### config.mk
export PLATFORM = sky130hd
export DESIGN_NAME = rotate_brightness_pixel_stream_top
export DESIGN_NICKNAME = d
export VERILOG_FILES = /design/src/design/rbps_pkg.sv /design/src/design/rotate_brightness_pixel_stream_top.sv /design/src/design/rbps_front.sv /design/src/design/rbps_queue.sv /design/src/design/rbps_back.sv
export SDC_FILE = /design/constraint.sdc
export NUM_CORES = 1
export LEC_CHECK = 0
export BUFFER_PORTS_ARGS = -buffer_cell sky130_fd_sc_hd__buf_4
export CAP_MARGIN = 25
export CORE_MARGIN = 8
export CORE_UTILIZATION = 40
export CTS_BUF_LIST = sky130_fd_sc_hd__clkbuf_8
export CTS_CLUSTER_SIZE = 20
export DETAILED_ROUTE_END_ITERATION = 16
export HOLD_SLACK_MARGIN = 0.02
export SLEW_MARGIN = 30
export SYNTH_ARGS = -nofsm -noshare
export SYNTH_HDL_FRONTEND = slang
export SYNTH_HIERARCHICAL = 1
export SYNTH_SLANG_ARGS = --single-unit
### constraint.sdc
create_clock -name clock -period 9.2 [get_ports clock]
set_input_delay 0.46 -clock clock [delete_from_list [all_inputs] [get_ports clock]]
set_output_delay 0.46 -clock clock [all_outputs]
set_load 0.01 [all_outputs]
### src/design/rbps_pkg.sv
`timescale 1ns / 1ps

package rbps_pkg;

   // field and register widths
   localparam int PIXEL_W = 32;
   localparam int CHAN_W  = 8;
   localparam int POS_W   = 13;
   localparam int OUT_W   = 12;
   localparam int SIZE_W  = 13;
   localparam int TURN_W  = 2;
   localparam int BRIGHT_W = 9;
   localparam int ADDR_W  = 5;
   localparam int DATA_W  = 32;

   localparam int DEFAULT_MAX_DIM     = 4096;
   localparam int DEFAULT_QUEUE_DEPTH = 4;

   localparam logic [CHAN_W-1:0] CHAN_MAX = 8'd255;

   // register indexes
   localparam logic [2:0] REG_QUARTER_TURNS = 3'd0;
   localparam logic [2:0] REG_BRIGHTNESS    = 3'd1;
   localparam logic [2:0] REG_REGION_COLS   = 3'd2;
   localparam logic [2:0] REG_REGION_ROWS   = 3'd3;
   localparam logic [2:0] REG_START_X       = 3'd4;
   localparam logic [2:0] REG_START_Y       = 3'd5;

   // one queued pixel, classified by the front end
   typedef struct packed {
      logic [PIXEL_W-1:0] pixel;
      logic [OUT_W-1:0]   dest_x;
      logic [OUT_W-1:0]   dest_y;
      logic               last;
   } rbps_entry_type;

   // geometry settings shared by the front end
   typedef struct packed {
      logic [TURN_W-1:0] turns;
      logic [SIZE_W-1:0] cols;
      logic [SIZE_W-1:0] rows;
      logic [OUT_W-1:0]  start_x;
      logic [OUT_W-1:0]  start_y;
      logic              restart;
   } rbps_geom_type;

   typedef struct packed {
      logic [POS_W-1:0] pix_dx;
      logic [POS_W-1:0] pix_dy;
      logic [POS_W-1:0] row_dx;
      logic [POS_W-1:0] row_dy;
   } rbps_step_type;

   localparam logic [POS_W-1:0] STEP_ZERO = '0;
   localparam logic [POS_W-1:0] STEP_PLUS = POS_W'(1);
   localparam logic [POS_W-1:0] STEP_MINUS = '1;

   // position steps per quarter-turn count, 13-bit two's complement
   function automatic rbps_step_type turn_steps(input logic [TURN_W-1:0] turns);
      rbps_step_type s;
      case (turns)
         2'd0: s = '{STEP_PLUS,  STEP_ZERO,  STEP_ZERO,  STEP_PLUS};
         2'd1: s = '{STEP_ZERO,  STEP_PLUS,  STEP_MINUS, STEP_ZERO};
         2'd2: s = '{STEP_MINUS, STEP_ZERO,  STEP_ZERO,  STEP_MINUS};
         2'd3: s = '{STEP_ZERO,  STEP_MINUS, STEP_PLUS,  STEP_ZERO};
         default: s = '{STEP_PLUS, STEP_ZERO, STEP_ZERO, STEP_PLUS};
      endcase
      return s;
   endfunction

endpackage

### src/design/rotate_brightness_pixel_stream_top.sv
`timescale 1ns / 1ps

// Quarter-turn rotation with brightness offset. Pixels of a source region arrive in
// raster order as ARGB words; each response carries the pixel with the offset added
// to red, green and blue (clamped to 0..255, alpha untouched) and its destination
// column and row in the image turned by 0..3 clockwise quarter turns, plus a flag on
// the region's final pixel. The block takes one request per clock and returns one
// response per clock when nothing stalls; a request is written into the queue and
// then popped into the output register that drives the response ports. The front
// end walks the destination position with column and row counters, a queue of
// QUEUE_DEPTH entries (four by default) decouples it from the back end that does
// the channel clamps into an output register, so a stalled response does not
// stop requests until the queue fills. Registers sit at byte address 4*index:
// quarter_turns, brightness, region_cols, region_rows, start_x, start_y. Writing
// any register but brightness restarts the frame at the start corner, using the
// value just written. Write registers only while the block is idle.

module rotate_brightness_pixel_stream_top
   import rbps_pkg::*;
#(
   parameter int MAX_DIM     = DEFAULT_MAX_DIM,
   parameter int QUEUE_DEPTH = DEFAULT_QUEUE_DEPTH
) (
   input  logic                clock,
   input  logic                reset,
   // request channel
   input  logic                req_valid,
   output logic                req_stall,
   input  logic [PIXEL_W-1:0]  req_pixel_in,
   // response channel
   output logic                rsp_valid,
   input  logic                rsp_stall,
   output logic [OUT_W-1:0]    rsp_dest_x,
   output logic [OUT_W-1:0]    rsp_dest_y,
   output logic [PIXEL_W-1:0]  rsp_pixel_out,
   output logic                rsp_frame_last,
   // register port
   input  logic                csr_psel,
   input  logic                csr_penable,
   input  logic                csr_pwrite,
   input  logic [ADDR_W-1:0]   csr_paddr,
   input  logic [DATA_W-1:0]   csr_pwdata,
   output logic [DATA_W-1:0]   csr_prdata,
   output logic                csr_pready
);

   // configuration registers
   logic [TURN_W-1:0]          turns_ff;
   logic signed [BRIGHT_W-1:0] bright_ff;
   logic [SIZE_W-1:0]          cols_ff;
   logic [SIZE_W-1:0]          rows_ff;
   logic [OUT_W-1:0]           start_x_ff, start_x_in;
   logic [OUT_W-1:0]           start_y_ff, start_y_in;

   logic                       csr_we;
   logic [2:0]                 csr_index;
   logic                       geom_write;
   rbps_geom_type              geom;

   // front to queue to back
   logic                       push;
   rbps_entry_type             push_entry;
   logic                       queue_full;
   logic                       queue_not_empty;
   rbps_entry_type             head;
   logic                       pop;

   assign csr_pready = 1'b1;
   assign csr_we     = csr_psel && csr_penable && csr_pwrite;
   assign csr_index  = csr_paddr[4:2];

   // any geometry register write restarts the frame walk
   always_comb begin
      geom_write = csr_we && (csr_index inside {REG_QUARTER_TURNS, REG_REGION_COLS,
                                                REG_REGION_ROWS, REG_START_X,
                                                REG_START_Y});
   end

   // start corner as it stands after this edge, so a restart lands on a new corner
   always_comb begin
      start_x_in = start_x_ff;
      start_y_in = start_y_ff;
      if (csr_we && csr_index == REG_START_X) begin
         start_x_in = csr_pwdata[OUT_W-1:0];
      end
      if (csr_we && csr_index == REG_START_Y) begin
         start_y_in = csr_pwdata[OUT_W-1:0];
      end
   end

   always_ff @(posedge clock) begin
      if (reset) begin
         turns_ff   <= '0;
         bright_ff  <= '0;
         cols_ff    <= SIZE_W'(1);
         rows_ff    <= SIZE_W'(1);
         start_x_ff <= '0;
         start_y_ff <= '0;
      end else if (csr_we) begin
         case (csr_index)
            REG_QUARTER_TURNS: turns_ff   <= csr_pwdata[TURN_W-1:0];
            REG_BRIGHTNESS:    bright_ff  <= csr_pwdata[BRIGHT_W-1:0];
            REG_REGION_COLS:   cols_ff    <= csr_pwdata[SIZE_W-1:0];
            REG_REGION_ROWS:   rows_ff    <= csr_pwdata[SIZE_W-1:0];
            REG_START_X:       start_x_ff <= start_x_in;
            REG_START_Y:       start_y_ff <= start_y_in;
            default: ;
         endcase
      end
   end

   // register readback, unused addresses read zero
   always_comb begin
      case (csr_index)
         REG_QUARTER_TURNS: csr_prdata = DATA_W'(turns_ff);
         REG_BRIGHTNESS:    csr_prdata = DATA_W'(unsigned'(bright_ff));
         REG_REGION_COLS:   csr_prdata = DATA_W'(cols_ff);
         REG_REGION_ROWS:   csr_prdata = DATA_W'(rows_ff);
         REG_START_X:       csr_prdata = DATA_W'(start_x_ff);
         REG_START_Y:       csr_prdata = DATA_W'(start_y_ff);
         default:           csr_prdata = '0;
      endcase
   end

   always_comb begin
      geom.turns   = turns_ff;
      geom.cols    = cols_ff;
      geom.rows    = rows_ff;
      geom.start_x = start_x_in;
      geom.start_y = start_y_in;
      geom.restart = geom_write;
   end

   // front end: position walk and region counters
   rbps_front #(
      .MAX_DIM (MAX_DIM)
   ) u_front (
      .clock      (clock),
      .reset      (reset),
      .geom       (geom),
      .in_valid   (req_valid),
      .in_pixel   (req_pixel_in),
      .queue_full (queue_full),
      .in_stall   (req_stall),
      .push       (push),
      .push_entry (push_entry)
   );

   // short queue between the two halves
   rbps_queue #(
      .DEPTH (QUEUE_DEPTH)
   ) u_queue (
      .clock      (clock),
      .reset      (reset),
      .push       (push),
      .push_entry (push_entry),
      .pop        (pop),
      .full       (queue_full),
      .not_empty  (queue_not_empty),
      .head       (head)
   );

   // back end: brightness clamp and response register
   rbps_back u_back (
      .clock           (clock),
      .reset           (reset),
      .brightness      (bright_ff),
      .queue_not_empty (queue_not_empty),
      .head            (head),
      .pop             (pop),
      .out_stall       (rsp_stall),
      .out_valid       (rsp_valid),
      .out_dest_x      (rsp_dest_x),
      .out_dest_y      (rsp_dest_y),
      .out_pixel       (rsp_pixel_out),
      .out_last        (rsp_frame_last)
   );

endmodule

### src/design/rbps_front.sv
`timescale 1ns / 1ps

module rbps_front
   import rbps_pkg::*;
#(
   parameter int MAX_DIM = DEFAULT_MAX_DIM
) (
   input  logic                clock,
   input  logic                reset,
   input  rbps_geom_type       geom,
   input  logic                in_valid,
   input  logic [PIXEL_W-1:0]  in_pixel,
   input  logic                queue_full,
   output logic                in_stall,
   output logic                push,
   output rbps_entry_type      push_entry
);

   localparam int CNT_W = ($clog2(MAX_DIM) < SIZE_W) ? $clog2(MAX_DIM) : SIZE_W;

   logic [CNT_W-1:0] col_cnt_ff, col_cnt_in;
   logic [CNT_W-1:0] row_cnt_ff, row_cnt_in;
   logic [POS_W-1:0] pos_x_ff, pos_x_in;
   logic [POS_W-1:0] pos_y_ff, pos_y_in;
   logic [POS_W-1:0] rs_x_ff, rs_x_in;
   logic [POS_W-1:0] rs_y_ff, rs_y_in;

   logic [SIZE_W-1:0] cols_eff, rows_eff;
   logic [SIZE_W-1:0] last_col, last_row;
   logic              row_end, frame_end;
   rbps_step_type     st;
   logic [POS_W-1:0]  start_x_pos, start_y_pos;
   logic [POS_W-1:0]  next_rs_x, next_rs_y;

   // effective region size: zero acts as one, clamp to the maximum
   always_comb begin
      if (geom.cols == '0) begin
         cols_eff = SIZE_W'(1);
      end else if (32'(geom.cols) > MAX_DIM) begin
         cols_eff = SIZE_W'(MAX_DIM);
      end else begin
         cols_eff = geom.cols;
      end
      if (geom.rows == '0) begin
         rows_eff = SIZE_W'(1);
      end else if (32'(geom.rows) > MAX_DIM) begin
         rows_eff = SIZE_W'(MAX_DIM);
      end else begin
         rows_eff = geom.rows;
      end
   end

   assign last_col    = cols_eff - SIZE_W'(1);
   assign last_row    = rows_eff - SIZE_W'(1);
   assign row_end     = SIZE_W'(col_cnt_ff) == last_col;
   assign frame_end   = row_end && (SIZE_W'(row_cnt_ff) == last_row);
   assign st          = turn_steps(geom.turns);
   assign start_x_pos = POS_W'(geom.start_x);
   assign start_y_pos = POS_W'(geom.start_y);
   assign next_rs_x   = rs_x_ff + st.row_dx;
   assign next_rs_y   = rs_y_ff + st.row_dy;

   assign in_stall = queue_full;
   assign push     = in_valid && !queue_full;

   always_comb begin
      push_entry.pixel  = in_pixel;
      push_entry.dest_x = pos_x_ff[OUT_W-1:0];
      push_entry.dest_y = pos_y_ff[OUT_W-1:0];
      push_entry.last   = frame_end;
   end

   always_comb begin
      col_cnt_in = col_cnt_ff;
      row_cnt_in = row_cnt_ff;
      pos_x_in   = pos_x_ff;
      pos_y_in   = pos_y_ff;
      rs_x_in    = rs_x_ff;
      rs_y_in    = rs_y_ff;
      if (geom.restart || (push && frame_end)) begin
         col_cnt_in = '0;
         row_cnt_in = '0;
         pos_x_in   = start_x_pos;
         pos_y_in   = start_y_pos;
         rs_x_in    = start_x_pos;
         rs_y_in    = start_y_pos;
      end else if (push && row_end) begin
         col_cnt_in = '0;
         row_cnt_in = row_cnt_ff + CNT_W'(1);
         rs_x_in    = next_rs_x;
         rs_y_in    = next_rs_y;
         pos_x_in   = next_rs_x;
         pos_y_in   = next_rs_y;
      end else if (push) begin
         col_cnt_in = col_cnt_ff + CNT_W'(1);
         pos_x_in   = pos_x_ff + st.pix_dx;
         pos_y_in   = pos_y_ff + st.pix_dy;
      end
   end

   always_ff @(posedge clock) begin
      if (reset) begin
         col_cnt_ff <= '0;
         row_cnt_ff <= '0;
         pos_x_ff   <= '0;
         pos_y_ff   <= '0;
         rs_x_ff    <= '0;
         rs_y_ff    <= '0;
      end else begin
         col_cnt_ff <= col_cnt_in;
         row_cnt_ff <= row_cnt_in;
         pos_x_ff   <= pos_x_in;
         pos_y_ff   <= pos_y_in;
         rs_x_ff    <= rs_x_in;
         rs_y_ff    <= rs_y_in;
      end
   end

   // the frame's last pixel sends the walk back to the start corner
   a_frame_wrap: assert property (@(posedge clock) disable iff (reset)
      (push && frame_end && !geom.restart) |=>
         (col_cnt_ff == '0 && row_cnt_ff == '0 && pos_x_ff == rs_x_ff))
      else $error("position walk did not return to the start corner");

   // a row step lands the pixel position on the new row start
   a_row_step: assert property (@(posedge clock) disable iff (reset)
      (push && row_end && !frame_end && !geom.restart) |=>
         (col_cnt_ff == '0 && pos_x_ff == rs_x_ff && pos_y_ff == rs_y_ff))
      else $error("row step left the position off the row start");

endmodule

### src/design/rbps_queue.sv
`timescale 1ns / 1ps

module rbps_queue
   import rbps_pkg::*;
#(
   parameter int DEPTH = DEFAULT_QUEUE_DEPTH
) (
   input  logic           clock,
   input  logic           reset,
   input  logic           push,
   input  rbps_entry_type push_entry,
   input  logic           pop,
   output logic           full,
   output logic           not_empty,
   output rbps_entry_type head
);

   localparam int PTR_W = (DEPTH > 1) ? $clog2(DEPTH) : 1;
   localparam int CNT_W = $clog2(DEPTH + 1);

   rbps_entry_type   slot_ff [DEPTH];
   logic [PTR_W-1:0] wr_ptr_ff, wr_ptr_in;
   logic [PTR_W-1:0] rd_ptr_ff, rd_ptr_in;
   logic [CNT_W-1:0] count_ff, count_in;

   assign full      = count_ff == CNT_W'(DEPTH);
   assign not_empty = count_ff != '0;
   assign head      = slot_ff[rd_ptr_ff];

   always_comb begin
      wr_ptr_in = wr_ptr_ff;
      rd_ptr_in = rd_ptr_ff;
      count_in  = count_ff;
      if (push) begin
         wr_ptr_in = (wr_ptr_ff == PTR_W'(DEPTH - 1)) ? '0 : wr_ptr_ff + PTR_W'(1);
      end
      if (pop) begin
         rd_ptr_in = (rd_ptr_ff == PTR_W'(DEPTH - 1)) ? '0 : rd_ptr_ff + PTR_W'(1);
      end
      if (push && !pop) begin
         count_in = count_ff + CNT_W'(1);
      end else if (pop && !push) begin
         count_in = count_ff - CNT_W'(1);
      end
   end

   always_ff @(posedge clock) begin
      if (reset) begin
         wr_ptr_ff <= '0;
         rd_ptr_ff <= '0;
         count_ff  <= '0;
      end else begin
         wr_ptr_ff <= wr_ptr_in;
         rd_ptr_ff <= rd_ptr_in;
         count_ff  <= count_in;
      end
   end

   always_ff @(posedge clock) begin
      if (push) begin
         slot_ff[wr_ptr_ff] <= push_entry;
      end
   end

   a_no_overflow: assert property (@(posedge clock) disable iff (reset)
      full |-> !push)
      else $error("push into a full queue");

   a_no_underflow: assert property (@(posedge clock) disable iff (reset)
      !not_empty |-> !pop)
      else $error("pop from an empty queue");

endmodule

### src/design/rbps_back.sv
`timescale 1ns / 1ps

module rbps_back
   import rbps_pkg::*;
(
   input  logic                       clock,
   input  logic                       reset,
   input  logic signed [BRIGHT_W-1:0] brightness,
   input  logic                       queue_not_empty,
   input  rbps_entry_type             head,
   output logic                       pop,
   input  logic                       out_stall,
   output logic                       out_valid,
   output logic [OUT_W-1:0]           out_dest_x,
   output logic [OUT_W-1:0]           out_dest_y,
   output logic [PIXEL_W-1:0]         out_pixel,
   output logic                       out_last
);

   logic                 valid_ff, valid_in;
   logic [OUT_W-1:0]     dest_x_ff;
   logic [OUT_W-1:0]     dest_y_ff;
   logic [PIXEL_W-1:0]   pixel_ff, pixel_in;
   logic                 last_ff;

   // channel plus offset, clamped to 0..255
   function automatic logic [CHAN_W-1:0] clamp_chan(input logic [CHAN_W-1:0] chan,
                                                    input logic signed [BRIGHT_W-1:0] off);
      logic signed [CHAN_W+2:0] sum;
      sum = $signed({3'b000, chan}) + (CHAN_W+3)'(off);
      if (sum < 0) begin
         return '0;
      end else if (sum > $signed((CHAN_W+3)'(CHAN_MAX))) begin
         return CHAN_MAX;
      end else begin
         return sum[CHAN_W-1:0];
      end
   endfunction

   assign pop = queue_not_empty && (!valid_ff || !out_stall);

   always_comb begin
      pixel_in[31:24] = head.pixel[31:24];
      pixel_in[23:16] = clamp_chan(head.pixel[23:16], brightness);
      pixel_in[15:8]  = clamp_chan(head.pixel[15:8], brightness);
      pixel_in[7:0]   = clamp_chan(head.pixel[7:0], brightness);
   end

   always_comb begin
      if (pop) begin
         valid_in = 1'b1;
      end else if (out_stall) begin
         valid_in = valid_ff;
      end else begin
         valid_in = 1'b0;
      end
   end

   always_ff @(posedge clock) begin
      if (reset) begin
         valid_ff <= 1'b0;
      end else begin
         valid_ff <= valid_in;
      end
   end

   always_ff @(posedge clock) begin
      if (pop) begin
         dest_x_ff <= head.dest_x;
         dest_y_ff <= head.dest_y;
         pixel_ff  <= pixel_in;
         last_ff   <= head.last;
      end
   end

   assign out_valid  = valid_ff;
   assign out_dest_x = dest_x_ff;
   assign out_dest_y = dest_y_ff;
   assign out_pixel  = pixel_ff;
   assign out_last   = last_ff;

endmodule
## After elaboration in Yosys (flattened, before gate mapping)

Memories as Yosys holds them, arrays and structs flattened. A register that Yosys moved wholly into a read port is not among the register bits.
Cells that the tools add are included.

- $lt $le $gt $ge: 8
- Muxes and demuxes: 31
- Reduce and logical (&&, ||, !) cells: 37
- $add $sub $neg: 15
- Equal/unequal tests: 14

Operators by type and width:

| kind | number |
|---|---|
| $pmux W52 S4 | 1 |
| $mux W13 | 8 |
| $mux W12 | 8 |
| $pmux W13 S6 | 1 |
| $add A13 B13 Y13 | 4 |
| $add A9 B9 Y10 | 3 |
| $gt A10 B9 Y1 const B | 3 |
| $lt A10 B1 Y1 const B | 3 |
| $eq A12 B13 Y1 | 2 |
| $gt A13 B13 Y1 const B | 2 |
| $logic_not A13 Y1 | 2 |
| $sub A13 B1 Y13 const B | 2 |
| $add A12 B1 Y12 const B | 2 |
| $mux W8 | 3 |
| $logic_and A1 B1 Y1 | 12 |
| $reduce_and A2 Y1 | 6 |
| $eq A3 B3 Y1 const B | 3 |
| $eq A2 B2 Y1 const B | 4 |
| $mux W2 | 4 |
| $eq A3 B2 Y1 const B | 2 |
| $mux W3 | 2 |
| $reduce_bool A2 Y1 | 3 |
| $reduce_bool A3 Y1 | 2 |
| $logic_not A1 Y1 | 5 |
| other kinds (13) | 18 |

- Output and inout port bits: 92
- Flip-flop bits (word level): 202
- Bits in writable memories: 228
- Memories kept: 1
- Input bits: 76
- Logic and storage cells: 133

Memories:

| name | depth | width | read ports | clocked after memory_dff | write ports | RTL line | text |
|---|---|---|---|---|---|---|---|
| u_queue.slot_ff | 4 | 57 | 1 | 1 | 1 | rbps_queue.sv:21 | `rbps_entry_type slot_ff [DEPTH];` |

## Longest topological paths before layout

- Word-level depth: 9
- Gate-level depth with buffers: 17

## Cells and area by module

The synthesis kept the hierarchy.

By module, submodules not included:

| module | cells each | seq. area each (um2) | area each (um2) | instances |
|---|---|---|---|---|
| rbps_queue | 341 | 7026.7 | 8659.6 | 1 |
| rbps_front | 902 | 1441.4 | 6949.2 | 1 |
| rotate_brightness_pixel_stream_top | 336 | 1221.2 | 3465.8 | 1 |
| rbps_back | 272 | 1731.7 | 3303.2 | 1 |

## Worst setup path before layout

OpenSTA, ideal clock, no wires.

- Path kind: reg-to-reg
- Start: register u_queue.count_ff[0]
- End: register u_queue.count_ff[2]
- Setup slack: 2806 ps
- Cell stages (with the launch flop): 10
- Clock period less this slack: 6394 ps
- Buffers on the path: 0
- Data required time: 9130 ps
- Arrival time: 6325 ps
- Cells stage by stage: dfxtp_1 or3_1 a21boi_0 inv_1 ha_1 inv_1 fa_1 xor2_1 or3_1 a21oi_1

- Elaborated cells between the ends (all ways): 14

RTL lines:

| item | RTL line | text |
|---|---|---|
| start, declared | rbps_queue.sv:24 | `logic [CNT_W-1:0] count_ff, count_in;` |
| start signal, assigned | rbps_queue.sv:55 | `count_ff <= count_in;` |
| $reduce_bool A3 Y1 (*) | rbps_queue.sv:27 | `assign not_empty = count_ff != '0;` |
| net queue_not_empty | rotate_brightness_pixel_stream_top.sv:64 | `logic queue_not_empty;` |
| $logic_and A1 B1 Y1 (*) | rbps_back.sv:40 | `assign pop = queue_not_empty && (!valid_ff \|\| !out_stall);` |
| net pop | rotate_brightness_pixel_stream_top.sv:66 | `logic pop;` |
| $logic_not A1 Y1 | rbps_queue.sv:40 | `if (push && !pop) begin` |
| $logic_and A1 B1 Y1 | rbps_queue.sv:40 |  |
| $mux W3 / $reduce_bool A2 Y1 (equally long branches) | n/a |  |

Mark *: on every way through the listed nets, which the timed path passes. The rest lies on a longest branch. The select of a mux whose other input is x is not followed.
A chain may end at the register's enable or synchronous reset.

## Final worst setup path

- Start: register cols_ff[12]
- End: register u_front.row_cnt_ff[2]

- Cells in the longest elaborated chain, start to end: 9
- Elaborated cells between the ends (all ways): 11

Ends and longest elaborated chain:

| item | RTL line | text |
|---|---|---|
| start, declared | rotate_brightness_pixel_stream_top.sv:50 | `logic [SIZE_W-1:0] cols_ff;` |
| start signal, assigned | rotate_brightness_pixel_stream_top.sv:103 | `REG_REGION_COLS: cols_ff <= csr_pwdata[SIZE_W-1:0];` |
| $gt A13 B13 Y1 | rbps_front.sv:39 | `end else if (32'(geom.cols) > MAX_DIM) begin` |
| $mux W13 | rbps_front.sv:39 |  |
| $mux W13 (*) | rbps_front.sv:37 | `if (geom.cols == '0) begin` |
| $sub A13 B1 Y13 (*) | rbps_front.sv:53 | `assign last_col = cols_eff - SIZE_W'(1);` |
| $eq A12 B13 Y1 (*) | rbps_front.sv:55 | `assign row_end = SIZE_W'(col_cnt_ff) == last_col;` |
| $logic_and A1 B1 Y1 | rbps_front.sv:56 | `assign frame_end = row_end && (SIZE_W'(row_cnt_ff) == last_row);` |
| $logic_and A1 B1 Y1 | rbps_front.sv:80 | `if (geom.restart \|\| (push && frame_end)) begin` |
| $logic_or A1 B1 Y1 | rbps_front.sv:80 |  |
| $reduce_or A2 Y1 (no source line) | n/a |  |
| end signal, assigned | rbps_front.sv:111 | `row_cnt_ff <= row_cnt_in;` |
| end, declared | rbps_front.sv:22 | `logic [CNT_W-1:0] row_cnt_ff, row_cnt_in;` |

Mark *: on every way between the ends. The rest lies on a longest branch, timed or not.

==> results_dict.tcl <==
set metrics [dict create \
    routabilityCongestion 0.8717 \
    ys_warn_count 6 \
    cts_tree "yes" \
    crit_type "reg -> reg" \
    fillers 5004 \
    p_leak_uw 0.009723 \
    dp_cells 2620 \
    slowest_stage "dfxtp_1" \
    routed.top_layer "met4" \
    via_per_inst 5.421 \
    cts-buffers-inserted 75 \
    fin_util_pct 46.14 \
    ys_types 98 \
    synth_top_area_share_pct 38.24 \
    cts_buffer_depth 3 \
    tns_ns 0 \
    setup_slack_ns 4.050 \
    instances_no_fill 2793 \
    fin_crit_ns 5.150 \
    cp_data_arrival_time_ns 5.67 \
    clkSlewWorstSetupHoldPaths_ns 0.05 \
    cp_cell_sequence "clkinv_1 -> nand2_1 -> ha_1 -> nor3b_1 -> a2111oi_0 -> o31a_1 -> a21oi_1 -> a211oi_1 -> and3b_1 -> buf_4 -> a21oi_1 -> buf_4 -> nand2b_1 -> nor2_1" \
    clock_sinks 428 \
    total_power_uw 5978 \
    clock_latency_ns 0.67 \
    ir_drop_mv 0.1419 \
    grt_pass1_wl_um 88420 \
    wl_met1_um 25410 \
    setup_viol 0 \
    grt_max_degree 74 \
    place_hpwl_um 39010 \
    synth_edf_count 285 \
    htreeDepth 3 \
    drt_iter0_drc 934 \
    hold_viol_final 0 \
    ys_ff_latch 428 \
    rsz0062_at_grt "no" \
    portBuffers 126 \
    drt_wl_total_um 56750 \
    dpl_worst_slack_ns 4.072 \
    p_per_area_mw_per_mm2 234.7 \
    endpoint_kind "register" \
    outcome "finished, final reports clean" \
    ys_top_cells_by_area "edfxtp_1, dfxtp_1, mux4_2" \
    area_growth_pct 13.81 \
    async_flop_share_pct 0 \
    slew_viol_final 0 \
    routedWlPerCell_um 20.32 \
    synth.avg_cell_area_sq_um 12.09 \
    grt_usage_pct 17.56 \
    fmax_ghz 0.1942 \
    dieArea_sq_mm 0.06377 \
    crit_fanout 30 \
    synthFlopType "edfxtp_1" \
    core_area_sq_mm 0.05520 \
    fp-row-count 86 \
    overflow 0 \
    cts_resized 0 \
    die_height_um 252.5 \
    antenna_found_initial 1 \
    post_cts_buffers 0 \
    io_pins 168 \
    die_w_um 252.5 \
    synth_common_cells "edfxtp_1, dfxtp_1, nor2_1, nand2_1, nand2b_1" \
    yosysMostFrequentCell "edfxtp_1" \
    wl_met2_um 26560 \
    num_vias 15142 \
    cp-start-kind "register" \
    worst_slew_pin_slew_ns 0.9486 \
    synth_top_area_cell "edfxtp_1" \
    finalClockSkew_ns 0.03632 \
    layout.nets 2144 \
    ys_seq_area_share_pct 51.04 \
    cts-root-buf "clkbuf_8" \
    drv_cap 0 \
    syn_inst 1851 \
    wl_met3_um 3420 \
    relSlewSlack_pct 36.76 \
    drtAntennaViolNets 0 \
    drc 0 \
    grt_pass1_vias 15421 \
    drive_above_1_share_pct 19.32 \
    hp-class "in -> reg" \
    drt-pass1-iter-count 7 \
    min_period_over_period_pct 55.98 \
    required_ns 9.72 \
    start_util_pct 40.54 \
    syn_area_sq_mm 0.02238 \
    max_stage_delay_ns 0.72 \
]
-- what timing repair did --
item | 4_1_cts | 5_1_grt
setup endpoints to repair | 0 | 0
hold buffers | 33 | 0
hold endpoints to repair | 129 | 0
-- critical path, delay by kind of cell (launching register included) --
kind,cells,cell delay (ns)
buffers and inverters,3,1.18
AOI/OAI and AO/OA,5,1.38
and+or+nand+nor,5,1.33
DFF,1,0.72
adders and majority gates,1,0.39
-- per-stage QoR --
stage / instance area [sq um] / hold WS (ns)
final: 25470 / 0.1067
after CTS: 25460 / 0.05563
after detailed placement: 23600 / 0.4528
after global placement: 23600 / 0.4470
after floorplan: 22450 / 0.4362
after global routing: 25470 / 0.1215
-- registers in the layout (all words and copies together), names as in the netlist, 2 cells and up, named ones only --
name	flops
u_back/out_dest_x	12
u_front/rs_x_ff	12
u_queue/slot_ff	228
turns_ff	2
rows_ff	13
bright_ff	9
u_back/out_pixel	32
u_queue/count_ff	3
u_front/pos_x_ff	12
u_front/row_cnt_ff	12
u_front/rs_y_ff	12
u_front/pos_y_ff	12
u_front/col_cnt_ff	12
start_y_ff	12
u_queue/rd_ptr_ff	2
start_x_ff	12
u_back/out_dest_y	12
u_queue/wr_ptr_ff	2
cols_ff	13
-- power breakdown --
part | switching, uW | total [uW] | internal [uW]
sequential | 158 | 2610 | 2450
combinational | 879 | 1610 | 727
clock | 812 | 1770 | 955
-- worst paths after layout --
| path | startpoint | to | slack, ns | depth (start not counted) |
|---|---|---|---|---|
| setup / recovery | cols_ff[12] | u_front/row_cnt_ff[2] | 4.05 | 14 |
| hold / removal | csr_pwdata[12] | cols_ff[12] | 0.11 | 3 |
| setup reg to reg | cols_ff[12] | u_front/row_cnt_ff[2] | 4.05 | 14 |
| hold reg to reg | u_front/rs_y_ff[2] | u_front/rs_y_ff[2] | 0.46 | 2 |
-- metal layers --
| metal | vias to the layer above | GRT usage [%] |
|---|---|---|
| met5 | - | 0 |
| met4 | 0 | 6.084 |
| met3 | 95 | 3.413 |
| met2 | 401 | 28.75 |
| met1 | 7474 | 23.11 |
| li1 | 7172 | - |
-- cells in the final DEF, fill, tap and decap left out, types with 38 or more instances in the layout --
master    instances
mux4_2           58
mux2i_1          80
buf_4           142
nand2_1          99
nand2b_1         88
nor2_1          116
ha_1             78
inv_1            86
dfxtp_1         141
edfxtp_1        285
a21oi_1          81
xnor2_1          58
nor3_1           38
clkbuf_8         86
-- area by class of cell --
cell class	count	area, sq um	area share [%]
Sequential cell	428	11430	44.86
Clock buffer	86	1184	4.648
Tap cell	748	935.9	3.675
Antenna cell	1	2.502	0.009826
Clock inverter	53	349.1	1.371
Timing Repair Buffer	175	1396	5.483
Multi-Input combinational cell	1244	9957	39.10
Inverter	58	217.7	0.8548
-- kinds of logic (layout without fill, tap and decap cells) --
logic type | Yosys count | after routing | synth area share (%)
flops | 428 | 428 | 51.04
buf+inv | 197 | 372 | 4.898
mux | 175 | 175 | 11.41
compound gates | 346 | 346 | 11.26
other cells | 2 | 21 | 0.03356
fa+ha+maj | 86 | 86 | 5.077
xor+xnor | 88 | 88 | 3.444
simple gates | 529 | 529 | 12.84
(Power assumes the default switching activity.)
